$ cat src/rtl/gsp_pkg.sv
`timescale 1ns / 1ps
package gsp_pkg;

  localparam int unsigned PACKET_BITS = 36;
  localparam int unsigned CNT_W       = 6;
  localparam int unsigned TIME_W      = 16;
  localparam int unsigned WAIT_W      = 10;
  localparam int unsigned WORD_W      = 25;

  localparam logic [PACKET_BITS-1:0] SYNC_MASK  = 36'h04104107f;
  localparam logic [PACKET_BITS-1:0] SYNC_VALUE = 36'h041041040;
  localparam logic [CNT_W-1:0]       CNT_FULL   = CNT_W'(PACKET_BITS);
  localparam logic [TIME_W-1:0]      TIME_MAX   = '1;
  localparam logic [WAIT_W-1:0]      WAIT_RESET = 10'd100;
  localparam logic [3:0]             DEV_STD    = 4'd8;

  // Register index decoded from paddr[2]
  localparam logic REG_FIRST_STROBE_WAIT = 1'b0;

  // One finished capture: both channel buffers and their full flags
  typedef struct packed {
    logic [1:0][PACKET_BITS-1:0] bits;
    logic [1:0]                  full;
  } capture_t;

  typedef enum logic [1:0] {
    B_IDLE,
    B_SEARCH,
    B_PUT
  } back_state_t;

  typedef struct packed {
    logic              ok;
    logic [WORD_W-1:0] word;
    logic [3:0]        dev;
    logic signed [1:0] ax;
    logic signed [1:0] ay;
    logic [11:0]       btn;
  } decode_t;

  function automatic logic sync_hit(input logic [PACKET_BITS-1:0] b);
    sync_hit = ((b & SYNC_MASK) == SYNC_VALUE);
  endfunction

  function automatic logic [PACKET_BITS-1:0] rot_right(input logic [PACKET_BITS-1:0] b);
    rot_right = {b[0], b[PACKET_BITS-1:1]};
  endfunction

  function automatic decode_t decode(input logic [PACKET_BITS-1:0] b, input logic full);
    decode_t d;
    logic [WORD_W-1:0] w;
    w = {b[35:31], b[29:25], b[23:19], b[17:13], b[11:7]};
    d.ok   = full & sync_hit(b);
    d.word = w;
    d.dev  = w[0] ? {1'b0, w[4:2]} : DEV_STD;
    d.ax   = $signed({1'b0, w[4]}) - $signed({1'b0, w[3]});
    d.ay   = $signed({1'b0, w[2]}) - $signed({1'b0, w[1]});
    d.btn  = {w[6:5], w[16:15], w[8:7], w[11:9], w[14:12]};
    if (!full) begin
      d = '0;
    end
    decode = d;
  endfunction

endpackage

$ cat src/rtl/gsp_front.sv
`timescale 1ns / 1ps
module gsp_front (
  input  logic                              clk,
  input  logic                              rst,
  input  logic                              in_valid,
  output logic                              in_ready,
  input  logic                              req_type,
  input  logic [7:0]                        port_bits,
  input  logic [gsp_pkg::WAIT_W-1:0]        first_strobe_wait,
  input  logic                              q_full,
  output logic                              push,
  output gsp_pkg::capture_t                 push_data
);

  logic                                       capturing, capturing_next;
  logic [3:0]                                 refl, refl_next;
  logic [1:0][gsp_pkg::CNT_W-1:0]             cnt, cnt_next;
  logic [1:0][gsp_pkg::TIME_W-1:0]            tl, tl_next;
  logic [1:0][gsp_pkg::TIME_W-1:0]            mark, mark_next;
  logic [1:0][gsp_pkg::PACKET_BITS-1:0]       shreg, shreg_next;
  logic [3:0]                                 lines, diff;
  logic [1:0][gsp_pkg::TIME_W-1:0]            tl_dec, gap;
  logic [1:0][gsp_pkg::TIME_W:0]              reload;
  logic [1:0]                                 take;
  logic                                       accepted;

  assign in_ready = !q_full;
  assign accepted = in_valid && in_ready;
  assign lines    = port_bits[7:4];
  assign diff     = refl ^ lines;

  always_comb begin
    capturing_next = capturing;
    refl_next      = refl;
    cnt_next       = cnt;
    tl_next        = tl;
    mark_next      = mark;
    shreg_next     = shreg;
    take           = '0;
    push           = 1'b0;
    for (int i = 0; i < 2; i++) begin
      tl_dec[i] = (tl[i] != '0) ? tl[i] - 1'b1 : '0;
      gap[i]    = mark[i] - tl_dec[i];
      reload[i] = {gap[i], 1'b0};
    end
    if (accepted && req_type) begin
      // restart: latch reference, arm both channel timeouts
      capturing_next = 1'b1;
      refl_next      = lines;
      for (int i = 0; i < 2; i++) begin
        cnt_next[i]   = '0;
        shreg_next[i] = '0;
        tl_next[i]    = gsp_pkg::TIME_W'(first_strobe_wait);
        mark_next[i]  = gsp_pkg::TIME_W'({first_strobe_wait, 1'b0});
      end
    end else if (accepted && capturing) begin
      for (int i = 0; i < 2; i++) begin
        tl_next[i] = tl_dec[i];
        if (diff[2*i +: 2] != 2'b00) begin
          if (diff[2*i +: 2] != 2'b11 && cnt[i] < gsp_pkg::CNT_FULL && tl_dec[i] != '0) begin
            take[i]                  = 1'b1;
            shreg_next[i][cnt[i]]    = diff[2*i+1];
            cnt_next[i]              = cnt[i] + 1'b1;
            tl_next[i]   = reload[i][gsp_pkg::TIME_W] ? gsp_pkg::TIME_MAX
                                                      : reload[i][gsp_pkg::TIME_W-1:0];
            mark_next[i] = tl_next[i];
          end else begin
            tl_next[i] = '0;
          end
        end
      end
      if (take != '0) begin
        refl_next = lines;
      end
      if (tl_next[0] == '0 && tl_next[1] == '0) begin
        capturing_next = 1'b0;
        push           = 1'b1;
      end
    end
    for (int i = 0; i < 2; i++) begin
      push_data.bits[i] = shreg_next[i];
      push_data.full[i] = (cnt_next[i] == gsp_pkg::CNT_FULL);
    end
  end

  always_ff @(posedge clk) begin
    if (rst) begin
      capturing <= 1'b0;
      refl      <= '0;
      cnt       <= '0;
      tl        <= '0;
      mark      <= '0;
      shreg     <= '0;
    end else begin
      capturing <= capturing_next;
      refl      <= refl_next;
      cnt       <= cnt_next;
      tl        <= tl_next;
      mark      <= mark_next;
      shreg     <= shreg_next;
    end
  end

endmodule

$ cat src/rtl/gsp_queue.sv
`timescale 1ns / 1ps
module gsp_queue #(
  parameter int unsigned DEPTH = 2
) (
  input  logic              clk,
  input  logic              rst,
  input  logic              push,
  input  gsp_pkg::capture_t push_data,
  output logic              full,
  input  logic              pop,
  output gsp_pkg::capture_t pop_data,
  output logic              not_empty
);

  localparam int unsigned PTR_W = (DEPTH > 1) ? $clog2(DEPTH) : 1;
  localparam int unsigned CNT_W = $clog2(DEPTH + 1);

  gsp_pkg::capture_t mem [DEPTH];
  logic [PTR_W-1:0]  wp, rp;
  logic [CNT_W-1:0]  count;
  logic              do_push, do_pop;

  assign full      = (count == CNT_W'(DEPTH));
  assign not_empty = (count != '0);
  assign do_push   = push && !full;
  assign do_pop    = pop && not_empty;
  assign pop_data  = mem[rp];

  always_ff @(posedge clk) begin
    if (do_push) begin
      mem[wp] <= push_data;
    end
  end

  always_ff @(posedge clk) begin
    if (rst) begin
      wp    <= '0;
      rp    <= '0;
      count <= '0;
    end else begin
      if (do_push) begin
        wp <= (wp == PTR_W'(DEPTH - 1)) ? '0 : wp + 1'b1;
      end
      if (do_pop) begin
        rp <= (rp == PTR_W'(DEPTH - 1)) ? '0 : rp + 1'b1;
      end
      if (do_push && !do_pop) begin
        count <= count + 1'b1;
      end else if (do_pop && !do_push) begin
        count <= count - 1'b1;
      end
    end
  end

endmodule

$ cat src/rtl/gsp_back.sv
`timescale 1ns / 1ps
module gsp_back (
  input  logic                          clk,
  input  logic                          rst,
  input  logic                          q_valid,
  input  gsp_pkg::capture_t             q_data,
  output logic                          pop,
  output logic                          out_valid,
  input  logic                          out_ready,
  output logic                          channel,
  output logic                          packet_ok,
  output logic [24:0]                   raw_word,
  output logic [3:0]                    device_type,
  output logic signed [1:0]             axis_x,
  output logic signed [1:0]             axis_y,
  output logic [11:0]                   button_bits,
  output logic                          last
);

  gsp_pkg::back_state_t            state, state_next;
  gsp_pkg::capture_t               ent;
  logic [gsp_pkg::PACKET_BITS-1:0] b;
  logic                            full;
  logic                            ch;
  logic [gsp_pkg::CNT_W-1:0]       j;
  logic                            load0, load1, rotate, load_out, out_free;
  gsp_pkg::decode_t                dec;

  assign out_free = !out_valid || out_ready;
  assign dec      = gsp_pkg::decode(b, full);

  always_comb begin
    state_next = state;
    pop        = 1'b0;
    load0      = 1'b0;
    load1      = 1'b0;
    rotate     = 1'b0;
    load_out   = 1'b0;
    case (state)
      gsp_pkg::B_IDLE: begin
        if (q_valid) begin
          pop        = 1'b1;
          load0      = 1'b1;
          state_next = gsp_pkg::B_SEARCH;
        end
      end
      gsp_pkg::B_SEARCH: begin
        // after a full turn the buffer is back to its original order
        if (!full || gsp_pkg::sync_hit(b) || j == gsp_pkg::CNT_FULL) begin
          state_next = gsp_pkg::B_PUT;
        end else begin
          rotate = 1'b1;
        end
      end
      gsp_pkg::B_PUT: begin
        if (out_free) begin
          load_out = 1'b1;
          if (!ch) begin
            load1      = 1'b1;
            state_next = gsp_pkg::B_SEARCH;
          end else begin
            state_next = gsp_pkg::B_IDLE;
          end
        end
      end
      default: begin
        state_next = gsp_pkg::B_IDLE;
      end
    endcase
  end

  always_ff @(posedge clk) begin
    if (rst) begin
      state     <= gsp_pkg::B_IDLE;
      out_valid <= 1'b0;
    end else begin
      state <= state_next;
      if (load_out) begin
        out_valid <= 1'b1;
      end else if (out_ready) begin
        out_valid <= 1'b0;
      end
    end
  end

  always_ff @(posedge clk) begin
    if (load0) begin
      ent  <= q_data;
      b    <= q_data.bits[0];
      full <= q_data.full[0];
      ch   <= 1'b0;
      j    <= '0;
    end else if (load1) begin
      b    <= ent.bits[1];
      full <= ent.full[1];
      ch   <= 1'b1;
      j    <= '0;
    end else if (rotate) begin
      b <= gsp_pkg::rot_right(b);
      j <= j + 1'b1;
    end
    if (load_out) begin
      channel     <= ch;
      last        <= ch;
      packet_ok   <= dec.ok;
      raw_word    <= dec.word;
      device_type <= dec.dev;
      axis_x      <= dec.ax;
      axis_y      <= dec.ay;
      button_bits <= dec.btn;
    end
  end

endmodule

$ cat src/rtl/gamepad_serial_packet_receiver.sv
`timescale 1ns / 1ps
// Channel   | Handshake              | Beat payload
// ----------+------------------------+---------------------------------------------
// sample in | in_valid / in_ready    | req_type, port_bits
// result    | out_valid / out_ready  | channel, packet_ok, raw_word, device_type,
//           |                        | axis_x, axis_y, button_bits, last
// config    | APB psel/penable/...   | first_strobe_wait at byte address 0
//
// Cycles: the capture front takes one sample beat per cycle. A capture that
// ends is pushed into a QUEUE_DEPTH-entry queue; in_ready drops only while
// that queue is full. The back end searches each channel for its sync
// pattern by rotating one bit per cycle, and it pops no new capture until
// both result beats of the current one are out; the single-bit rotator
// sets the result rate.
// Reset: synchronous, active high; clears the capture, the queue and the
// result stage and returns first_strobe_wait to 100. No clearing pass.
// Stalls: a held result beat (out_ready low) stalls only the back end; the
// front keeps sampling until the queue fills.
module gamepad_serial_packet_receiver #(
  parameter int unsigned QUEUE_DEPTH = 2
) (
  input  logic              clk,
  input  logic              rst,
  // sample channel
  input  logic              in_valid,
  output logic              in_ready,
  input  logic              req_type,
  input  logic [7:0]        port_bits,
  // result channel
  output logic              out_valid,
  input  logic              out_ready,
  output logic              channel,
  output logic              packet_ok,
  output logic [24:0]       raw_word,
  output logic [3:0]        device_type,
  output logic signed [1:0] axis_x,
  output logic signed [1:0] axis_y,
  output logic [11:0]       button_bits,
  output logic              last,
  // register port
  input  logic              psel,
  input  logic              penable,
  input  logic              pwrite,
  input  logic [2:0]        paddr,
  input  logic [31:0]       pwdata,
  output logic [31:0]       prdata,
  output logic              pready
);

  logic [gsp_pkg::WAIT_W-1:0] first_strobe_wait;
  logic                       cfg_wr;
  logic                       q_full, q_push, q_pop, q_valid;
  gsp_pkg::capture_t          q_in, q_out;

  // Register file: a single register, decoded from paddr[2]
  assign pready = 1'b1;
  assign cfg_wr = psel && penable && pwrite && pready
                  && (paddr[2] == gsp_pkg::REG_FIRST_STROBE_WAIT);
  assign prdata = (paddr[2] == gsp_pkg::REG_FIRST_STROBE_WAIT)
                  ? {22'd0, first_strobe_wait} : 32'd0;

  always_ff @(posedge clk) begin
    if (rst) begin
      first_strobe_wait <= gsp_pkg::WAIT_RESET;
    end else if (cfg_wr) begin
      first_strobe_wait <= pwdata[gsp_pkg::WAIT_W-1:0];
    end
  end

  // Front: track line changes, shift in bits, run the timeouts
  gsp_front u_front (
    .clk               (clk),
    .rst               (rst),
    .in_valid          (in_valid),
    .in_ready          (in_ready),
    .req_type          (req_type),
    .port_bits         (port_bits),
    .first_strobe_wait (first_strobe_wait),
    .q_full            (q_full),
    .push              (q_push),
    .push_data         (q_in)
  );

  // Hold finished captures so the front waits on the result side only while the queue is full
  gsp_queue #(
    .DEPTH (QUEUE_DEPTH)
  ) u_queue (
    .clk       (clk),
    .rst       (rst),
    .push      (q_push),
    .push_data (q_in),
    .full      (q_full),
    .pop       (q_pop),
    .pop_data  (q_out),
    .not_empty (q_valid)
  );

  // Back: sync search, decode, and the registered result beat
  gsp_back u_back (
    .clk         (clk),
    .rst         (rst),
    .q_valid     (q_valid),
    .q_data      (q_out),
    .pop         (q_pop),
    .out_valid   (out_valid),
    .out_ready   (out_ready),
    .channel     (channel),
    .packet_ok   (packet_ok),
    .raw_word    (raw_word),
    .device_type (device_type),
    .axis_x      (axis_x),
    .axis_y      (axis_y),
    .button_bits (button_bits),
    .last        (last)
  );

endmodule

$ cat config.mk
export PLATFORM = sky130hd
export DESIGN_NAME = gamepad_serial_packet_receiver
export DESIGN_NICKNAME = d
export VERILOG_FILES = /design/src/rtl/gsp_pkg.sv /design/src/rtl/gsp_front.sv /design/src/rtl/gsp_queue.sv /design/src/rtl/gsp_back.sv /design/src/rtl/gamepad_serial_packet_receiver.sv
export SDC_FILE = /design/constraint.sdc
export NUM_CORES = 1
export LEC_CHECK = 0
export BUFFER_PORTS_ARGS = -buffer_cell sky130_fd_sc_hd__buf_2
export CELL_PAD_IN_SITES_DETAIL_PLACEMENT = 1
export CELL_PAD_IN_SITES_GLOBAL_PLACEMENT = 1
export CORE_MARGIN = 5
export CORE_UTILIZATION = 50
export CTS_CLUSTER_SIZE = 16
export DETAILED_ROUTE_END_ITERATION = 8
export GPL_ROUTABILITY_DRIVEN = 1
export PLACE_DENSITY = 0.84
export REMOVE_ABC_BUFFERS = 1
export SETUP_SLACK_MARGIN = 0.15
export SYNTH_ARGS = -nofsm -noshare
export SYNTH_HDL_FRONTEND = slang
export SYNTH_SLANG_ARGS = --single-unit
$ cat constraint.sdc
create_clock -name clk -period 14.4 [get_ports clk]
set_clock_uncertainty 0.2 [all_clocks]
set_input_delay 2.16 -clock clk [delete_from_list [all_inputs] [get_ports clk]]
set_output_delay 2.16 -clock clk [all_outputs]
set_load 0.01 [all_outputs]
# Yosys cells after proc, flatten, opt, wreduce, memory -nomap -nowiden
# Memory sizes are Yosys's and may differ from the RTL's. A register that Yosys moved wholly into a read port is not among the register bits.
# Cells that the tools add are included.
# W data, S select, Z words.
word_totals:
  register_bits: 299
  mem_count: 1
  mem_bits_ro: 0
  latchBits: 0
  inputBits: 51
  out_inout_bits: 83
  ramBits: 148
memory_table:
  columns: ["name", "depth", "width", "rd", "rd_ports_with_merged_regs", "write_ports", "line_no", "source"]
  rows:
  - ["u_queue.mem", 2, 74, 1, 1, 1, "gsp_queue.sv:18", "gsp_pkg::capture_t mem [DEPTH];"]
op_classes:
  mux: 86
  div: 0
  add_sub_neg: 13
  n_eq_ne: 12
  multipliers: 0
  magnitude_cmp: 6
  n_shift: 0
  n_bitwise: 3
  n_reduce_logical: 57
op_table:
  columns: ["op", "n"]
  rows:
  - ["$mux W36", 7]
  - ["$mux W16", 14]
  - ["$mux W72", 2]
  - ["$bwmux W36", 2]
  - ["$reduce_bool A16 Y1", 4]
  - ["$mux W27", 2]
  - ["$mux W26", 2]
  - ["$mux W1", 36]
  - ["$logic_not A16 Y1", 2]
  - ["$sub A16 B1 Y16 const B", 2]
  - ["$sub A16 B16 Y16", 2]
  - ["$reduce_bool A2 Y1", 14]
  - ["$mux W12", 2]
  - ["$mux W6", 4]
  - ["$mux W11", 2]
  - ["$add A6 B1 Y6 const B", 3]
  - ["$eq A6 B6 Y1 const B", 3]
  - ["$logic_and A1 B1 Y1", 17]
  - ["$mux W4", 4]
  - ["$reduce_and A3 Y1", 5]
  - ["$lt A6 B7 Y1 const B", 2]
  - ["$demux W1 S6", 2]
  - ["$ge A6 B1 Y1 const B", 2]
  - ["$lt A6 B6 Y1 const B", 2]
  - ["21 further kinds", 40]

# Depth between registers and ports, before layout
depth:
  ltp_word: 18
  mapped_depth: 22
  depth_no_buf: 20

# Hierarchy
# Synthesis repeated with hierarchy kept, for this count alone.
hier_totals:
  cells_unflattened: 1992
  area_unflattened_um2: 21045.2
modules_own_cells:
  columns: ["module", "area_each_um2", "instances", "cells_per_inst", "seq_area_each_um2"]
  rows:
  - ["gsp_front", 9839.4, 1, 1307, 3062.9]
  - ["gsp_queue", 5577.8, 1, 255, 4544.4]
  - ["gsp_back", 4942.2, 1, 350, 3473.3]
  - ["gamepad_serial_packet_receiver", 685.7, 1, 80, 200.2]

# Worst setup path after synthesis
# Ideal clock, no wire load.
synth_path:
  path_kind: "reg2reg"
  from: "register u_front.tl[18] (netlist bit)"
  to: "memory u_queue.mem[0][0] (netlist bit) (enable)"
  required_ns: 13.685
  slack_ns: 6.054
  stages_incl_launch_ff: 19
  arrival_ns: 7.630
  period_less_slack_ns: 8.346
  n_path_buf: 4
  setup_ns: 0.515
  path_cell_list: "dfxtp_1 clkbuf_1 nor3_1 clkbuf_1 and3_1 nand3_1 clkbuf_1 clkbuf_1 nand2_1 ha_1 a21o_1 a221o_1 a211o_1 a311oi_1 o2111ai_1 nor4_1 a41oi_1 nor4b_4 nor2b_1"
synth_between:
  elab_chain_cells: 16
  elab_cells_between_ends: 19
  classes_between: "add/sub (2); mux (11); reduce/logical (6)"
synth_lines:
  columns: ["item", "line_no", "source"]
  rows:
  - ["from (decl)", "gsp_front.sv:18", "logic [1:0][gsp_pkg::TIME_W-1:0] tl, tl_next;"]
  - ["from (signal assigned)", "gsp_front.sv:98", "tl <= tl_next;"]
  - ["$sub A16 B1 Y16 or $reduce_bool A16 Y1 (tied branches)", "gsp_front.sv:42", "tl_dec[i] = (tl[i] != '0) ? tl[i] - 1'b1 : '0;"]
  - ["$mux W16 *", "gsp_front.sv:42", null]
  - ["$sub A16 B16 Y16 or $reduce_bool A16 Y1 (tied branches)", "gsp_front.sv:43, gsp_front.sv:60", null]
  - ["$mux W16 or $logic_and A1 B1 Y1 (tied branches)", "gsp_front.sv:64, gsp_front.sv:60", null]
  - ["$mux W16", "gsp_front.sv:60", "if (diff[2*i +: 2] != 2'b11 && cnt[i] < gsp_pkg::CNT_FULL && tl_dec[i] != '0) begin"]
  - ["$mux W16 *", "gsp_front.sv:59", "if (diff[2*i +: 2] != 2'b00) begin"]
  - ["$mux W16 *", "gsp_front.sv:56", "end else if (accepted && capturing) begin"]
  - ["$mux W16 *", "gsp_front.sv:46", "if (accepted && req_type) begin"]
  - ["$logic_not A16 Y1 *", "gsp_front.sv:75", "if (tl_next[0] == '0 && tl_next[1] == '0) begin"]
  - ["$logic_and A1 B1 Y1 *", "gsp_front.sv:75", null]
  - ["$mux W1 *", "gsp_front.sv:75", null]
  - ["$mux W1 *", "gsp_front.sv:56", null]
  - ["$mux W1 *", "gsp_front.sv:46", null]
  - ["$logic_and A1 B1 Y1 *", "gsp_queue.sv:25", "assign do_push = push && !full;"]
  - ["via u_queue.do_push", "gsp_queue.sv:21", "logic do_push, do_pop;"]
  - ["$mux W1 *", "gsp_queue.sv:30", "if (do_push) begin"]
  - ["$mux W1 (not written as such) *", "gsp_queue.sv:31", "mem[wp] <= push_data;"]
  - ["to (decl)", "gsp_queue.sv:18", null]
# Mark *: on every way through the listed nets, which the timed path passes. The rest lies on a longest branch. The select of a mux whose other input is x is not followed.

# Final worst setup path
layout_path:
  from: "register u_front.tl[6] (netlist bit)"
  to: "memory u_queue.mem[0][23] (netlist bit) (enable)"
# Same word-level chain as after synthesis.

==> impl_metrics.toml <==
[outcome]
status = "complete, no violations"

[clocking]
post_cts_resized = 0
clock-root-buffer = "clkbuf_16"
clock-sinks = 435
post_cts_buffers = 0
clock_path_buffers = 3
clock_latency_ns = 0.58
postCtsHoldBufs = 0
cts_tree = "done"
htree_levels = 2
cts_inserted_buffers = 46
cts.clk_slew.worst_paths_ns = 0.06

[global_route]
grtUsageTotal_pct = 24.7
grt_pass1_wl_mm = 92.6
gr-total-overflow = 0
grt_pass1_vias = 16800
grt_max_degree = 99
antenna_found_initial = 0

[worst_setup_path]
start_kind = "flop"
crit_path_frequent_cell = "nor3_1"
path_max_fanout = 73
crit_buf_inv = 1
crit_path_top_delay_cell = "nor3_1"
critPathMaxStageDelay_ns = 0.89
critPathTopFamily = "simple AND/OR/NAND/NOR gates"
endpoint_kind = "flop"
cp_cell_sequence = "nor4_4, nand3b_4, nor3_1, or2_2, ha_1, a21oi_1, a311oi_1, a211oi_1, nor3_1, or4_4, o41ai_2, nor4b_4, nor2b_4, buf_4"
arrival_ns = 7.31
critPathKind = "reg2reg"
required_ns = 14.39

[route]
routedWlPerCell_um = 22.2
dr.pass1.iters = 7
num_vias = 15700
postRouteAntennaNets = 0
drc_errors = 0
viasPerCell = 6.00
drt_iter0_drc = 996
finalWirelength_mm = 58.2

[final_layout]
layout-drive-gt1-share_pct = 12.3
syn2layout_area_growth_pct = 10.6
final_common_cell = "edfxtp_1"
nNetsFinal = 2146
stdcell_count = 2621
layout_common_cells = "edfxtp_1 (257), nor2_1 (253), nand2_1 (251)"
antennaDiodeCount = 0

[placement]
io_buffers = 82
dp_cells = 2536
hpwl_mm = 38.9
place.gp.congestion = 0.884

[yosys]
synth_edf_count = 257
synth_ff_type = "edfxtp_1"
synth_top_area_cell = "edfxtp_1"
yosys_register_bits = 435
netlist_instances = 2031
syn_area_per_cell_sq_um = 10.3
ys_types = 77
async_reset_ff_share_pct = 0
yosys.area.top_type_share_pct = 37.0
synth_area_sq_um = 20800
synth_area_leaders = "edfxtp_1 (37%), dfxtp_1 (17%), nor2_1 (4.6%), nand2_1 (4.5%), mux2i_1 (3.9%)"
ys.warnings.count = 0
yosysSeqAreaShare_pct = 54.1

[die]
core_sq_um = 41000
start_util_pct = 50.8
num_rows = 74
die_w_um = 214
ios = 134
dieArea_sq_um = 45900
dieHeight_um = 214

[sta]
setup_tns_ns = 0
hold_violations = 0
fmax_mhz = 136
setup_viol = 0
period_share_pct = 50.9
rsz0062_at_grt = "no"
worst_slew_pin_slew_ns = 1.20
timing.hold.ws_ns = 0.272
period_needed_ns = 7.33
relSlewSlack_pct = 19.8
slew_viol_final = 0

[pwr]
swShare_pct = 35.2
leakage_nw = 8.24
pwr-share-clk_pct = 29.5
p_int_mw = 2.66
p_per_area_nw_per_um2 = 178
seq_power_share_pct = 39.9
p_comb_share_pct = 30.7
finalPower_mw = 4.10
p_switching_mw = 1.44
vdd_drop_max_v = 0.0000940

[worst_hold_path]
hp-class = "reg2reg"

[flow_run]
drv_cap = 0
## final timing paths
kind / startpoint / to / slack (ns) / cells after the start
setup / recovery: u_front.tl[6] / u_queue.mem[0][23] / 7.07 / 14
hold / removal: first_strobe_wait[3] / first_strobe_wait[3] / 0.27 / 2
hold reg to reg: first_strobe_wait[3] / first_strobe_wait[3] / 0.27 / 2
setup reg to reg: u_front.tl[6] / u_queue.mem[0][23] / 7.07 / 14
## area by class of cell
type                       count  area (sq um)
clock inverter                23           241
fill                        4427         18000
sequential                   435         11300
timing repair buffer         109           613
inverter                      27           101
multi-input combinational   1433          8850
tap                          532           666
clock buffer                  62          1290
## cell families (layout without fill, tap and decap cells)
| logic type | count (synthesis) | in the layout | synth area share, % |
|---|---|---|---|
| compound gates | 348 | 348 | 11.0 |
| simple gates | 829 | 829 | 19.2 |
| fa+ha+maj | 43 | 43 | 2.65 |
| xor+xnor | 71 | 71 | 2.98 |
| flops | 435 | 435 | 54.1 |
| buf+inv | 184 | 221 | 4.06 |
| mux | 119 | 119 | 5.96 |
| other cells | 2 | 23 | 0.0360 |
## synthesized netlist by cell type, types with 17 or more instances
library cell / count
a211oi_1: 51
a21oi_1: 63
a31oi_1: 72
and2_1: 34
and3_1: 22
buf_1: 17
buf_4: 37
clkbuf_1: 100
dfxtp_1: 178
edfxtp_1: 257
ha_1: 41
inv_1: 27
mux2_2: 37
mux2i_1: 81
nand2_1: 251
nand3_1: 17
nand4_1: 21
nor2_1: 254
nor2b_1: 63
nor3_1: 56
nor4_1: 22
o21a_1: 17
o21ai_0: 58
xnor2_1: 37
xor2_1: 34
## power by group through the flow
stage               registers, mW  logic [mW]  clock network (mW)
floorplan                    1.63       0.848                   0
global placement             1.64        1.18                   0
detailed placement           1.66        1.24                   0
CTS                          1.63        1.26                1.22
global route                 1.65        1.37                1.29
finish                       1.63        1.26                1.21
## flip-flops by register name, indices dropped and copies added, names as in the netlist, 2 cells and up, named ones only
signal	flops
u_queue.count	2
u_front.mark	32
u_front.refl	4
u_front.shreg	72
u_front.tl	32
u_back.j	6
u_front.cnt	12
u_back.button_bits	11
first_strobe_wait	10
u_back.device_type	4
u_back.b	36
u_back.ent	37
u_queue.mem	148
u_back.raw_word	14
u_back.state	2
u_back.axis_y	2
u_back.axis_x	2
## through the flow
step	utilization [%]	setup slack, ns	instance area (sq um)
finish	56.2	7.07	23000
global route	56.2	6.68	23000
CTS	56.2	7.17	23000
detailed placement	52.5	7.22	21500
global placement	52.5	7.40	21500
floorplan	-	5.35	20200
## routing by layer
metal  up-vias  global-route usage, %  routed length, um
met2       448                   45.5              30400
met3       125                   3.53               2630
met1      7863                   29.5              23300
met5         -                      0                  0
li1       7294                      -                  -
met4         0                   8.42               1850
## worst reg2reg max path, stage by stage (launching register included)
cell and delay, ns:
dfxtp_1 0.42, nor4_4 0.55, nand3b_4 0.18, nor3_1 0.89, or2_2 0.28, ha_1 0.29, a21oi_1 0.34, a311oi_1 0.22
a211oi_1 0.52, nor3_1 0.24, or4_4 0.59, o41ai_2 0.49, nor4b_4 0.56, nor2b_4 0.27, buf_4 0.81
Note: power is estimated with default switching activity, not from simulation.
